`config.mk`:
```
export PLATFORM = sky130hd
export DESIGN_NAME = bf_token_compactor_top
export DESIGN_NICKNAME = d
export VERILOG_FILES = /design/src/design/btc_pkg.sv /design/src/design/btc_cell.sv /design/src/design/btc_pending.sv /design/src/design/bf_token_compactor_top.sv
export SDC_FILE = /design/constraint.sdc
export NUM_CORES = 2
export LEC_CHECK = 0
export BUFFER_PORTS_ARGS = -buffer_cell sky130_fd_sc_hd__buf_2
export CELL_PAD_IN_SITES_DETAIL_PLACEMENT = 0
export CELL_PAD_IN_SITES_GLOBAL_PLACEMENT = 1
export CORE_MARGIN = 5
export CORE_UTILIZATION = 41
export CTS_BUF_LIST = sky130_fd_sc_hd__clkbuf_8
export DETAILED_ROUTE_END_ITERATION = 6
export PLACE_DENSITY = 0.62
export SLEW_MARGIN = 20
export SYNTH_ARGS = -nofsm -noshare
export SYNTH_HDL_FRONTEND = slang
export SYNTH_SLANG_ARGS = --single-unit
```
`constraint.sdc`:
```
create_clock -name clk -period 58.1 [get_ports clk]
set_input_delay 5.81 -clock clk [delete_from_list [all_inputs] [get_ports clk]]
set_output_delay 5.81 -clock clk [all_outputs]
set_load 0.02 [all_outputs]
```
`src/design/btc_pkg.sv`:
```
// Shared types, constants and codes of the token compactor.
`default_nettype none
package btc_pkg;

    // Stack depths and derived widths.
    localparam int PENDING_DEPTH = 32;
    localparam int LOOP_DEPTH    = 64;
    localparam int PIDX_W  = $clog2(PENDING_DEPTH);
    localparam int PFILL_W = $clog2(PENDING_DEPTH + 1);
    localparam int LIDX_W  = $clog2(LOOP_DEPTH);
    localparam int LFILL_W = $clog2(LOOP_DEPTH + 1);

    // Result kinds.
    localparam logic [2:0] KIND_BYTECODE  = 3'd0;
    localparam logic [2:0] KIND_BAD_CHAR  = 3'd1;
    localparam logic [2:0] KIND_UNMATCHED = 3'd2;
    localparam logic [2:0] KIND_UNCLOSED  = 3'd3;
    localparam logic [2:0] KIND_PEND_OVF  = 3'd4;
    localparam logic [2:0] KIND_LOOP_OVF  = 3'd5;
    localparam logic [2:0] KIND_END       = 3'd6;

    // Opcodes.
    localparam logic [2:0] OP_PLUS   = 3'd0;
    localparam logic [2:0] OP_MINUS  = 3'd1;
    localparam logic [2:0] OP_RIGHT  = 3'd2;
    localparam logic [2:0] OP_LEFT   = 3'd3;
    localparam logic [2:0] OP_OPEN   = 3'd4;
    localparam logic [2:0] OP_CLOSE  = 3'd5;
    localparam logic [2:0] OP_OUTPUT = 3'd6;
    localparam logic [2:0] OP_INPUT  = 3'd7;

    // Source characters.
    localparam logic [7:0] CH_HASH    = 8'h23;
    localparam logic [7:0] CH_LT      = 8'h3C;
    localparam logic [7:0] CH_GT      = 8'h3E;
    localparam logic [7:0] CH_PLUS    = 8'h2B;
    localparam logic [7:0] CH_MINUS   = 8'h2D;
    localparam logic [7:0] CH_LBRACK  = 8'h5B;
    localparam logic [7:0] CH_RBRACK  = 8'h5D;
    localparam logic [7:0] CH_DOT     = 8'h2E;
    localparam logic [7:0] CH_COMMA   = 8'h2C;
    localparam logic [7:0] CH_SPACE   = 8'h20;
    localparam logic [7:0] CH_TAB     = 8'h09;
    localparam logic [7:0] CH_NEWLINE = 8'h0A;

    localparam logic [15:0] POS_MAX = 16'hFFFF;
    localparam logic [15:0] CNT_MAX = 16'hFFFF;

    typedef struct packed {
        logic [7:0] source_byte;
        logic       final_byte;
    } in_item_t;

    typedef struct packed {
        logic [2:0]  kind;
        logic [2:0]  opcode;
        logic [15:0] argument;
        logic [15:0] error_line;
        logic [15:0] error_column;
        logic        last_of_run;
    } out_item_t;

    // One pending run: op (plus, minus, right, left) and its count.
    typedef struct packed {
        logic [1:0]  op;
        logic [15:0] cnt;
    } pend_entry_t;

    // Per-cell shift control.
    typedef struct packed {
        logic take_prev;
        logic take_next;
    } cell_ctl_t;

    // Request from the sequencer to the pending chain.
    typedef struct packed {
        logic       op_valid;
        logic [1:0] op;
        logic       flush_pop;
    } pend_req_t;

    // Status from the pending chain.
    typedef struct packed {
        logic [PFILL_W-1:0] fill;
        pend_entry_t        flush_entry;
        logic               overflow;
    } pend_stat_t;

endpackage
`default_nettype wire

```
`src/design/btc_cell.sv`:
```
// One cell of the pending run chain: holds one entry and shifts to a neighbor.
`default_nettype none
module btc_cell (
    input  wire logic                clk,
    input  wire btc_pkg::cell_ctl_t  ctl,
    input  wire btc_pkg::pend_entry_t prev_entry,
    input  wire btc_pkg::pend_entry_t next_entry,
    output btc_pkg::pend_entry_t     entry
);
    import btc_pkg::*;

    pend_entry_t entry_reg;
    pend_entry_t entry_next;

    // Take the entry from the cell above, the cell below, or hold.
    always_comb
    begin
        if (ctl.take_prev)
        begin
            entry_next = prev_entry;
        end
        else if (ctl.take_next)
        begin
            entry_next = next_entry;
        end
        else
        begin
            entry_next = entry_reg;
        end
    end

    always_ff @(posedge clk)
    begin
        entry_reg <= entry_next;
    end

    assign entry = entry_reg;

endmodule
`default_nettype wire

```
`src/design/btc_pending.sv`:
```
// Pending run stack built as a chain of cells with the top entry in cell zero.
`default_nettype none
module btc_pending (
    input  wire logic               clk,
    input  wire logic               rst_n,
    input  wire btc_pkg::pend_req_t  req,
    output btc_pkg::pend_stat_t      stat
);
    import btc_pkg::*;

    pend_entry_t        cell_q [PENDING_DEPTH];
    pend_entry_t        new_top;
    cell_ctl_t          ctl0;
    cell_ctl_t          ctl_rest;
    logic [PFILL_W-1:0] fill_reg;
    logic [PFILL_W-1:0] fill_next;
    logic               have_top;
    logic               same_op;
    logic               opp_op;
    logic               overflow;

    // Decide how a run op changes the top entry and how a flush pop changes the fill.
    always_comb
    begin
        have_top  = (fill_reg != '0);
        same_op   = have_top && (cell_q[0].op == req.op) && (cell_q[0].cnt != CNT_MAX);
        opp_op    = have_top && (cell_q[0].op == (req.op ^ 2'd1));
        new_top   = cell_q[0];
        ctl0      = '0;
        ctl_rest  = '0;
        fill_next = fill_reg;
        overflow  = 1'b0;
        if (req.op_valid)
        begin
            if (same_op)
            begin
                new_top.cnt    = cell_q[0].cnt + 16'd1;
                ctl0.take_prev = 1'b1;
            end
            else if (opp_op)
            begin
                if (cell_q[0].cnt == 16'd1)
                begin
                    ctl0.take_next     = 1'b1;
                    ctl_rest.take_next = 1'b1;
                    fill_next          = fill_reg - 1'b1;
                end
                else
                begin
                    new_top.cnt    = cell_q[0].cnt - 16'd1;
                    ctl0.take_prev = 1'b1;
                end
            end
            else if (fill_reg < PFILL_W'(PENDING_DEPTH))
            begin
                new_top.op         = req.op;
                new_top.cnt        = 16'd1;
                ctl0.take_prev     = 1'b1;
                ctl_rest.take_prev = 1'b1;
                fill_next          = fill_reg + 1'b1;
            end
            else
            begin
                overflow = 1'b1;
            end
        end
        else if (req.flush_pop && have_top)
        begin
            fill_next = fill_reg - 1'b1;
        end
    end

    // The row of cells.
    for (genvar i = 0; i < PENDING_DEPTH; i++)
    begin : g_cell
        if (i == 0)
        begin : g_first
            btc_cell u_cell (
                .clk        (clk),
                .ctl        (ctl0),
                .prev_entry (new_top),
                .next_entry (cell_q[(i + 1) % PENDING_DEPTH]),
                .entry      (cell_q[i])
            );
        end
        else if (i == PENDING_DEPTH - 1)
        begin : g_last
            btc_cell u_cell (
                .clk        (clk),
                .ctl        (ctl_rest),
                .prev_entry (cell_q[i - 1]),
                .next_entry (cell_q[i]),
                .entry      (cell_q[i])
            );
        end
        else
        begin : g_mid
            btc_cell u_cell (
                .clk        (clk),
                .ctl        (ctl_rest),
                .prev_entry (cell_q[i - 1]),
                .next_entry (cell_q[i + 1]),
                .entry      (cell_q[i])
            );
        end
    end

    always_ff @(posedge clk or negedge rst_n)
    begin
        if (!rst_n)
        begin
            fill_reg <= '0;
        end
        else
        begin
            fill_reg <= fill_next;
        end
    end

    // Flushing reads the bottom entry, which sits at the deepest filled cell.
    assign stat.fill        = fill_reg;
    assign stat.flush_entry = cell_q[PIDX_W'(fill_reg - 1'b1)];
    assign stat.overflow    = overflow;

endmodule
`default_nettype wire

```
`src/design/bf_token_compactor_top.sv`:
```
// Top level of the token compactor: lexer, pending run stack, loop id stack and result sequencer.
//
//   Channel | Signals                          | Payload
//   source  | src_valid, src_ready, src_item   | btc_pkg::in_item_t
//   result  | res_valid, res_ready, res_item   | btc_pkg::out_item_t
//
// A byte that makes no result or only a run update or an error is handled in idle.
// A command byte first flushes the pending entries until the stack is seen empty,
// then issues the command. After the final byte the rest is flushed, then the
// unclosed report follows if loops are open, and last the end result.
// Reset clears all counters and fills; stack contents need no reset.
// A stalled result holds the sequencer; no new byte is taken until all results
// of the current byte have been loaded into the output register.
`default_nettype none
module bf_token_compactor_top (
    input  wire logic              clk,
    input  wire logic              rst_n,
    input  wire logic              src_valid,
    output logic                   src_ready,
    input  wire btc_pkg::in_item_t  src_item,
    output logic                   res_valid,
    input  wire logic              res_ready,
    output btc_pkg::out_item_t      res_item
);
    import btc_pkg::*;

    localparam logic [2:0] S_IDLE   = 3'd0;
    localparam logic [2:0] S_FLUSH1 = 3'd1;
    localparam logic [2:0] S_CMD    = 3'd2;
    localparam logic [2:0] S_FLUSH2 = 3'd3;
    localparam logic [2:0] S_END    = 3'd4;

    logic [2:0]         state_reg, state_next;
    logic               out_valid_reg, out_valid_next;
    out_item_t          out_data_reg, out_data_next;
    logic               in_comment_reg, in_comment_next;
    logic [15:0]        line_reg, line_next;
    logic [15:0]        col_reg, col_next;
    logic [LFILL_W-1:0] loop_fill_reg, loop_fill_next;
    logic [15:0]        next_id_reg, next_id_next;
    logic [7:0]         cmd_reg, cmd_next;
    logic               fin_reg, fin_next;

    logic [15:0]        loop_mem [LOOP_DEPTH];
    logic [15:0]        rd_data_reg;
    logic               mem_we;
    logic [LIDX_W-1:0]  rd_addr;

    pend_req_t          preq;
    pend_stat_t         pstat;
    logic               slot_free;
    logic               accept;
    logic [7:0]         b;
    logic               out_load;
    out_item_t          out_item;

    assign slot_free = !out_valid_reg || res_ready;
    assign src_ready = (state_reg == S_IDLE) && slot_free;
    assign accept    = src_valid && src_ready;
    assign b         = src_item.source_byte;
    assign rd_addr   = LIDX_W'(loop_fill_reg - 1'b1);

    btc_pending u_pending (
        .clk   (clk),
        .rst_n (rst_n),
        .req   (preq),
        .stat  (pstat)
    );

    // Sequencer: lexing on accept, then flush, command, final reports.
    always_comb
    begin
        state_next      = state_reg;
        in_comment_next = in_comment_reg;
        line_next       = line_reg;
        col_next        = col_reg;
        loop_fill_next  = loop_fill_reg;
        next_id_next    = next_id_reg;
        cmd_next        = cmd_reg;
        fin_next        = fin_reg;
        preq            = '0;
        mem_we          = 1'b0;
        out_load        = 1'b0;
        out_item        = '0;

        case (state_reg)
            S_IDLE:
            begin
                if (accept)
                begin
                    cmd_next = b;
                    fin_next = src_item.final_byte;
                    state_next = src_item.final_byte ? S_FLUSH2 : S_IDLE;
                    if (in_comment_reg)
                    begin
                        if (b == CH_NEWLINE)
                        begin
                            in_comment_next = 1'b0;
                        end
                    end
                    else if (b == CH_HASH)
                    begin
                        in_comment_next = 1'b1;
                    end
                    else if (b inside {CH_SPACE, CH_TAB, CH_NEWLINE})
                    begin
                        in_comment_next = 1'b0;
                    end
                    else if (b inside {CH_PLUS, CH_MINUS, CH_GT, CH_LT})
                    begin
                        preq.op_valid = 1'b1;
                        case (b)
                            CH_PLUS:  preq.op = OP_PLUS[1:0];
                            CH_MINUS: preq.op = OP_MINUS[1:0];
                            CH_GT:    preq.op = OP_RIGHT[1:0];
                            default:  preq.op = OP_LEFT[1:0];
                        endcase
                        if (pstat.overflow)
                        begin
                            out_load             = 1'b1;
                            out_item.kind        = KIND_PEND_OVF;
                            out_item.opcode      = {1'b0, preq.op};
                            out_item.last_of_run = !src_item.final_byte;
                        end
                    end
                    else if (b inside {CH_LBRACK, CH_RBRACK, CH_DOT, CH_COMMA})
                    begin
                        state_next = S_FLUSH1;
                    end
                    else
                    begin
                        out_load              = 1'b1;
                        out_item.kind         = KIND_BAD_CHAR;
                        out_item.error_line   = line_reg;
                        out_item.error_column = col_reg;
                        out_item.last_of_run  = !src_item.final_byte;
                    end
                    // Position tracking, saturating.
                    if (b == CH_NEWLINE)
                    begin
                        if (line_reg != POS_MAX)
                        begin
                            line_next = line_reg + 16'd1;
                        end
                        col_next = 16'd1;
                    end
                    else if (col_reg != POS_MAX)
                    begin
                        col_next = col_reg + 16'd1;
                    end
                end
            end

            S_FLUSH1:
            begin
                if (slot_free)
                begin
                    if (pstat.fill != '0)
                    begin
                        preq.flush_pop  = 1'b1;
                        out_load        = 1'b1;
                        out_item.kind   = KIND_BYTECODE;
                        out_item.opcode = {1'b0, pstat.flush_entry.op};
                        out_item.argument = pstat.flush_entry.cnt;
                    end
                    else
                    begin
                        state_next = S_CMD;
                    end
                end
            end

            S_CMD:
            begin
                if (slot_free)
                begin
                    out_load             = 1'b1;
                    out_item.last_of_run = !fin_reg;
                    state_next           = fin_reg ? S_FLUSH2 : S_IDLE;
                    case (cmd_reg)
                        CH_LBRACK:
                        begin
                            out_item.opcode = OP_OPEN;
                            if (loop_fill_reg >= LFILL_W'(LOOP_DEPTH))
                            begin
                                out_item.kind = KIND_LOOP_OVF;
                            end
                            else
                            begin
                                mem_we            = 1'b1;
                                loop_fill_next    = loop_fill_reg + 1'b1;
                                next_id_next      = next_id_reg + 16'd1;
                                out_item.kind     = KIND_BYTECODE;
                                out_item.argument = next_id_reg;
                            end
                        end
                        CH_RBRACK:
                        begin
                            out_item.opcode = OP_CLOSE;
                            if (loop_fill_reg == '0)
                            begin
                                out_item.kind = KIND_UNMATCHED;
                            end
                            else
                            begin
                                loop_fill_next    = loop_fill_reg - 1'b1;
                                out_item.kind     = KIND_BYTECODE;
                                out_item.argument = rd_data_reg;
                            end
                        end
                        CH_DOT:
                        begin
                            out_item.kind   = KIND_BYTECODE;
                            out_item.opcode = OP_OUTPUT;
                        end
                        default:
                        begin
                            out_item.kind   = KIND_BYTECODE;
                            out_item.opcode = OP_INPUT;
                        end
                    endcase
                end
            end

            S_FLUSH2:
            begin
                if (slot_free)
                begin
                    out_load = 1'b1;
                    if (pstat.fill != '0)
                    begin
                        preq.flush_pop    = 1'b1;
                        out_item.kind     = KIND_BYTECODE;
                        out_item.opcode   = {1'b0, pstat.flush_entry.op};
                        out_item.argument = pstat.flush_entry.cnt;
                    end
                    else if (loop_fill_reg != '0)
                    begin
                        out_item.kind     = KIND_UNCLOSED;
                        out_item.opcode   = OP_OPEN;
                        out_item.argument = 16'(loop_fill_reg);
                        state_next        = S_END;
                    end
                    else
                    begin
                        out_item.kind        = KIND_END;
                        out_item.last_of_run = 1'b1;
                        state_next           = S_IDLE;
                        loop_fill_next       = '0;
                        next_id_next         = '0;
                        line_next            = 16'd1;
                        col_next             = 16'd1;
                        in_comment_next      = 1'b0;
                    end
                end
            end

            S_END:
            begin
                if (slot_free)
                begin
                    out_load             = 1'b1;
                    out_item.kind        = KIND_END;
                    out_item.last_of_run = 1'b1;
                    state_next           = S_IDLE;
                    loop_fill_next       = '0;
                    next_id_next         = '0;
                    line_next            = 16'd1;
                    col_next             = 16'd1;
                    in_comment_next      = 1'b0;
                end
            end

            default:
            begin
                state_next = S_IDLE;
            end
        endcase
    end

    // Output register.
    always_comb
    begin
        out_data_next = out_data_reg;
        if (out_load)
        begin
            out_valid_next = 1'b1;
            out_data_next  = out_item;
        end
        else if (res_ready)
        begin
            out_valid_next = 1'b0;
        end
        else
        begin
            out_valid_next = out_valid_reg;
        end
    end

    // Control registers.
    always_ff @(posedge clk or negedge rst_n)
    begin
        if (!rst_n)
        begin
            state_reg      <= S_IDLE;
            out_valid_reg  <= 1'b0;
            in_comment_reg <= 1'b0;
            line_reg       <= 16'd1;
            col_reg        <= 16'd1;
            loop_fill_reg  <= '0;
            next_id_reg    <= '0;
            fin_reg        <= 1'b0;
        end
        else
        begin
            state_reg      <= state_next;
            out_valid_reg  <= out_valid_next;
            in_comment_reg <= in_comment_next;
            line_reg       <= line_next;
            col_reg        <= col_next;
            loop_fill_reg  <= loop_fill_next;
            next_id_reg    <= next_id_next;
            fin_reg        <= fin_next;
        end
    end

    // Payload registers.
    always_ff @(posedge clk)
    begin
        out_data_reg <= out_data_next;
        cmd_reg      <= cmd_next;
    end

    // Loop id memory; the read port always follows the innermost open loop.
    always_ff @(posedge clk)
    begin
        if (mem_we)
        begin
            loop_mem[loop_fill_reg[LIDX_W-1:0]] <= next_id_reg;
        end
        rd_data_reg <= loop_mem[rd_addr];
    end

    assign res_valid = out_valid_reg;
    assign res_item  = out_data_reg;

`ifndef SYNTHESIS
    a_ready_only_idle: assert property (@(posedge clk) disable iff (!rst_n)
        src_ready |-> (state_reg == S_IDLE))
        else $error("source ready outside idle state");

    a_loop_fill_bound: assert property (@(posedge clk) disable iff (!rst_n)
        loop_fill_reg <= LFILL_W'(LOOP_DEPTH))
        else $error("loop fill beyond depth");

    a_cmd_after_flush: assert property (@(posedge clk) disable iff (!rst_n)
        (state_reg == S_CMD) |-> (pstat.fill == '0))
        else $error("command issued with pending runs");

    a_end_resets: assert property (@(posedge clk) disable iff (!rst_n)
        (out_load && out_item.kind == KIND_END)
        |=> (loop_fill_reg == '0 && state_reg == S_IDLE))
        else $error("end result without state reset");
`endif

endmodule
`default_nettype wire
```
; ---- After elaboration in Yosys (flattened, before gate mapping)
; Memory sizes are Yosys's and may differ from the RTL's. A register that Yosys moved wholly into a read port is not among the register bits.
; Index checks and enable logic that the tools add are counted.
[totals]
regBits = 706
mem_bits_rw = 1024
inputBits = 13
output_inout_bits = 57
word_cells = 394
memories = 1
[mem_list]
columns = memory, depth, word_bits, rd, rd_ports_with_merged_regs, write_ports, line_no
row1 = loop_mem, 64, 16, 1, 1, 1, bf_token_compactor_top.sv:44  ; logic [15:0] loop_mem [LOOP_DEPTH];
[classes]
addsub = 9
n_lt_le_gt_ge = 3
eq_ne = 50
muxes = 211
bitwise_logic = 4
reduce_logical = 36
[ops]
columns = operator, count
row1 = $mux 18, 67
row2 = $mux 16, 22
row3 = $pmux 16 s3, 4
row4 = $bmux 18 s5, 1
row5 = $mux 22, 4
row6 = $eq 8x6->1 const B, 9
row7 = $mux 6, 11
row8 = $add 16x1->16 const B, 4
row9 = $mux 3, 19
row10 = $mux 1, 50
row11 = $mux 7, 7
row12 = $ne 16x16->1 const B, 3
row13 = $mux 33, 1
row14 = $eq 8x7->1 const B, 4
row15 = $pmux 16 s2, 1
row16 = $pmux 3 s5, 2
row17 = $ne 2x2->1 const B, 14
row18 = $mux 2, 13
row19 = $pmux 7 s3, 1
row20 = $mux 19, 1
row21 = $pmux 6 s3, 1
row22 = $eq 16x1->1 const B, 1
row23 = $eq 8x4->1 const B, 2
row24 = $reduce_and 8->1, 2
row25 = other kinds (42), 69

; ---- Depth between registers and ports, before layout
[logic_depth]
ltp_word = 22
mapped_depth = 16
mapped_depth_nobuf = 9

; ---- Modules after synthesis
; From an unflattened synthesis, not the netlist that was laid out.
[hier_totals]
hier_cells = 4243
area_unflattened_um2 = 78789.3
[modules_own_cells]
columns = module, instances, cells_each, area_each_um2, seq_area_each_um2
row1 = bf_token_compactor_top, 1, 2505, 46465.8, 34490.6
row2 = btc_cell, 32, 39, 814.5, 540.5
row3 = btc_pending, 1, 490, 6258.5, 150.1

; ---- Worst setup path after synthesis
; OpenSTA, ideal clock, no wires.
[synth_timing]
path_kind = input -> register
start = input port src_item[8] in the netlist's numbering
end = register u_pending.g_cell[10].g_mid.u_cell.entry_reg (netlist bit u_pending.g_cell[10].g_mid.u_cell.entry[0]), enable pin
setup_ps = 1457
t_arrival_ps = 29972
required_time_ps = 56643
path_slack_ps = 26671
stages = 9
path_buffers = 2
path_cell_list = or3b_1 > or3b_4 > nor4b_4 > or2_0 > buf_2 > nand3_1 > buf_2 > a21boi_0 > nor2_1
[synth_via]
elab_chain_cells = 15
elab_cells_between_ends = 28
cone_classes = 10 x eq/ne / 11 x mux / 1 x bitwise / 6 x reduce/logical
[synth_lines]
columns = element, line_no
row1 = from (decl), bf_token_compactor_top.sv:20  ; input wire btc_pkg::in_item_t src_item,
row2 = "$eq 8x6->1, on equally long branches", "bf_token_compactor_top.sv:109, bf_token_compactor_top.sv:112"
row3 = $pmux 2 s3 or $reduce_bool 4->1 (tied branches), "bf_token_compactor_top.sv:112, bf_token_compactor_top.sv:109"
row4 = $mux 3, bf_token_compactor_top.sv:109  ; else if (b inside {CH_PLUS, CH_MINUS, CH_GT, CH_LT})
row5 = $mux 3, bf_token_compactor_top.sv:105  ; else if (b inside {CH_SPACE, CH_TAB, CH_NEWLINE})
row6 = $mux 3 *, bf_token_compactor_top.sv:101  ; else if (b == CH_HASH)
row7 = $mux 3 *, bf_token_compactor_top.sv:94  ; if (in_comment_reg)
row8 = $mux 3 *, bf_token_compactor_top.sv:89  ; if (accept)
row9 = $mux 3 *, bf_token_compactor_top.sv:86  ; case (state_reg)
row10 = $not 1->1 (no source line), --
row11 = $eq 2x2->1, btc_pending.sv:27  ; opp_op = have_top && (cell_q[0].op == (req.op ^ 2'd1));
row12 = $logic_and 1x1->1, btc_pending.sv:27
row13 = $mux 1, btc_pending.sv:40  ; else if (opp_op)
row14 = $mux 2, btc_pending.sv:35  ; if (same_op)
row15 = $mux 2 *, btc_pending.sv:33  ; if (req.op_valid)
row16 = $reduce_bool 2->1 (no source line) *, --
row17 = to (signal assigned), btc_cell.sv:34  ; entry_reg <= entry_next;
row18 = to (decl), btc_cell.sv:12  ; pend_entry_t entry_reg;
; Every way passes the cells marked *; elsewhere a longest branch is shown, timed or not.
; A chain may end at the register's enable or synchronous reset.

; ---- Final worst setup path
[layout_timing]
start = input port res_ready
end = output port src_ready
[layout_via]
elab_chain_cells = 2
[layout_lines]
columns = element, line_no
row1 = from (decl), bf_token_compactor_top.sv:22  ; input wire logic res_ready,
row2 = $logic_or 1x1->1, bf_token_compactor_top.sv:57  ; assign slot_free = !out_valid_reg || res_ready;
row3 = $logic_and 1x1->1, bf_token_compactor_top.sv:58  ; assign src_ready = (state_reg == S_IDLE) && slot_free;
row4 = to (decl), bf_token_compactor_top.sv:19  ; output logic src_ready,
; No other way between the ends.

==> out/results.md <==
- P_int: 0.00243 W
- combined area of the multi-input logic cells: 0.0244 mm²
- buffer depth of the longest clock path: 4
- switching power summed over all nets: 0.00119 W
- number of primary I/O pins: 70
- crit path buf inv count: 2
- family with the most delay on the worst path: simple AND/OR/NAND/NOR gates
- Yosys Warn Count: 0
- instance area at placement: 0.0810 mm²
- portion of total power attributed to combinational logic: 32.0%
- number of hold buffers added after cts: 0
- overall track demand over capacity in global routing: 17.5%
- post-CTS setup buffers: 0
- flip-flop count of the largest register after layout: 1024
- total congestion overflow: 0
- slew at the pin closest to its max-slew limit: 1060 ps
- Port Buffer Count: 69
- Residual DRC: 0
- gate count after technology mapping: 3835
- global-route wire length before repair: 263000 µm
- Max stage delay on crit path: 650 ps
- total non-filler cell area in the finished layout: 0.0863 mm²
- Final nets: 4144
- cell area after technology mapping: 0.0781 mm²
- dominant synthesized flop cell: sky130_fd_sc_hd__edfxtp_1
- final count of hold timing violations: 0
- min cycle time layout: 12700 ps
- worst endpoint required time: 52290 ps
- portion of the post-synthesis area used by sequential elements: 66.5%
- final period utilization: 21.9%
- TNS Setup: 0 ps
- maximum level of the CTS H-tree: 5
- total iterations of the first detailed-routing run: 5
- floorplan die height: 446 µm
- Sw Share: 32.9%
- result of the run: complete, no violations
- floorplan row count: 160
- number of max-slew violations in the final report: 0
- unrepaired setup endpoints after global routing: false
- effective utilization at floorplan: 41.1%
- via count: 38000
- wire length per cell: 25.7 µm
- CP Class: in -> out
- pin count of the biggest net entering global routing: 172
- number of storage elements in the synthesis netlist: 1746
- count of nets left with antenna violations after detail routing: 0
- Max Cap Violations: 0
- post-cts sizing count: 0
- Synth Area per Inst: 20.4 µm²
- die area: 0.199 mm²
- Leakage: 25.8 nW
- number of global-route vias before repair: 38900
- Die Wd: 446 µm
- count of non-filler cells in the finished layout: 6840
- Clk pwr share: 27.6%
- worst skew pair latency: 1020 ps
- gp weighted congestion: 0.801
- crit path DAT: 6890 ps
- total of endpoints with negative setup slack in the final report: 0
- DRT iter0 DRCs: 3109
- post-synth cell types: 85
- worst relative slew slack: 29.2%
- crit path launch type: input pin
- Setup crit end kind: output pin
- clock tree from TritonCTS: yes
- Seq pwr share: 40.3%
- power density of the placed cells: 42.0 mW/mm²
- # placed instances: 6317
- maximum VDD drop: 0.0479 mV
- critical path's slowest cell: sky130_fd_sc_hd__nor2b_1
- worst path cell trace: buf_2 > nor2b_1 > nor2_1 > buf_2
- Fillers: 16200
- maximum clock rate: 0.0787 GHz
- TritonCTS buffer count: 312
- Seq. cell area: 0.0520 mm²
- share of cells above drive strength 1: 38.9%
- hpwl dp: 101000 µm
- CTS Root Cell: sky130_fd_sc_hd__clkbuf_8
- worst clock skew: 104 ps
- vias per inst: 5.55
- kind of path behind the tightest hold check: reg -> reg
- most numerous cell on the critical path: sky130_fd_sc_hd__buf_2
- peak fanout along the critical path: 9
- FFs w/ async S/R, synth: 3.84%
- Synthesized Nets: 3859
- Core Region: 0.190 mm²
- clock-pin slew on the worst setup and hold paths: 60 ps
- EDFF count, synth: 1663
- relative area change from synthesis to final layout: 10.5%
- clk sink count: 1746
- Post-Route WL: 176000 µm
- initial antenna violation count: 3
## metal layers
layer	global-route usage, %	up-vias	wire length, µm
li1	-	16500	-
met2	28.0	874	85000
met3	3.10	267	7540
met5	0	-	0
met4	4.80	0	3670
met1	24.9	20300	79800
## layout make-up
class,instances,area share [%]
tap,2511,3.64
sequential,1746,60.2
timing repair buffer,205,1.69
antenna,5,0.0145
clock buffer,324,5.17
multi-input combinational,1829,28.3
inverter,26,0.113
clock inverter,194,0.896
## kinds of logic (layout without fill, tap and decap cells)
logic type	after synthesis	in the layout	synth area share (%)
xor+xnor	43	43	0.482
simple gates	471	471	3.13
compound gates	214	214	1.78
buf+inv	260	749	2.46
fa+ha+maj	11	11	0.176
flops	1746	1746	66.5
other cells	0	5	0
mux	1090	1090	25.5
## worst paths after layout
path,cells past startpoint,slack [ps],startpoint,end
hold / removal,0,460,u_pending.g_cell[30].g_mid.u_cell.entry[4]$_DFFE_PP_,u_pending.g_cell[31].g_last.u_cell.entry[4]$_DFFE_PP_
max in group asynchronous,1,52330,rst_n,u_pending.fill_reg[0]$_DFFE_PN0P_
min in group asynchronous,1,4960,rst_n,line_reg[9]$_DFFE_PN0P_
hold reg to reg,0,460,u_pending.g_cell[30].g_mid.u_cell.entry[4]$_DFFE_PP_,u_pending.g_cell[31].g_last.u_cell.entry[4]$_DFFE_PP_
setup reg to reg,10,50680,state_reg[0]$_DFFE_PN0P_,u_pending.g_cell[26].g_mid.u_cell.entry[11]$_DFFE_PP_
setup / recovery,4,45400,res_ready,src_ready
## cell usage in the layout (no fill, tap or decap), drive strengths merged, types with 20 or more instances in the layout
cell type	Yosys	final
edfxtp	1663	1663
mux2	547	547
mux4	516	516
clkbuf	113	324
buf	121	205
inv	26	135
nor2	135	135
nand2	84	84
clkinv	0	81
o21ai	65	65
dfrtp	65	65
nand3	45	45
and2	38	38
a21oi	37	37
xnor2	36	36
nor3	33	33
mux2i	27	27
nand4	22	22
or3	20	20
nor4	20	20
## Yosys cell counts (all sizes together), types with 9 or more instances
master / count / area, µm²
xnor2: 36 / 315
clkbuf: 113 / 424
buf: 121 / 1400
mux2i: 27 / 270
nand4: 22 / 138
and2: 38 / 238
o22ai: 17 / 106
a22oi: 16 / 120
nand2: 84 / 315
and3: 15 / 93.8
inv: 26 / 97.6
nor3: 33 / 175
dfxtp: 16 / 320
a21boi: 9 / 67.6
ha: 11 / 138
edfxtp: 1663 / 49900
nor4: 20 / 131
nor2: 135 / 519
o211ai: 9 / 67.6
o21ai: 65 / 325
or3: 20 / 125
a21oi: 37 / 189
dfrtp: 65 / 1630
mux2: 547 / 8000
mux4: 516 / 11600
nand3: 45 / 230
## power groups by stage
stage                     Clock [W]  Sequential [W]  Combinational (W)
after floorplan                   0         0.00150           0.000753
after global placement            0         0.00149            0.00120
after detailed placement          0         0.00149            0.00119
after CTS                   0.00104         0.00146            0.00119
after global routing        0.00110         0.00146            0.00123
final                       0.00100         0.00146            0.00116
## per-stage QoR
step                      power (W)  hold WS, ps  setup slack (ps)  util, %
after floorplan             0.00225          441             26670        -
after global placement      0.00268          454             45420     42.7
after detailed placement    0.00268          464             45390     42.7
after CTS                   0.00369          437             45390     45.5
after global routing        0.00379          456             45340     45.5
final                       0.00362          459             45400     45.5
Note: power is estimated with default switching activity, not from simulation.
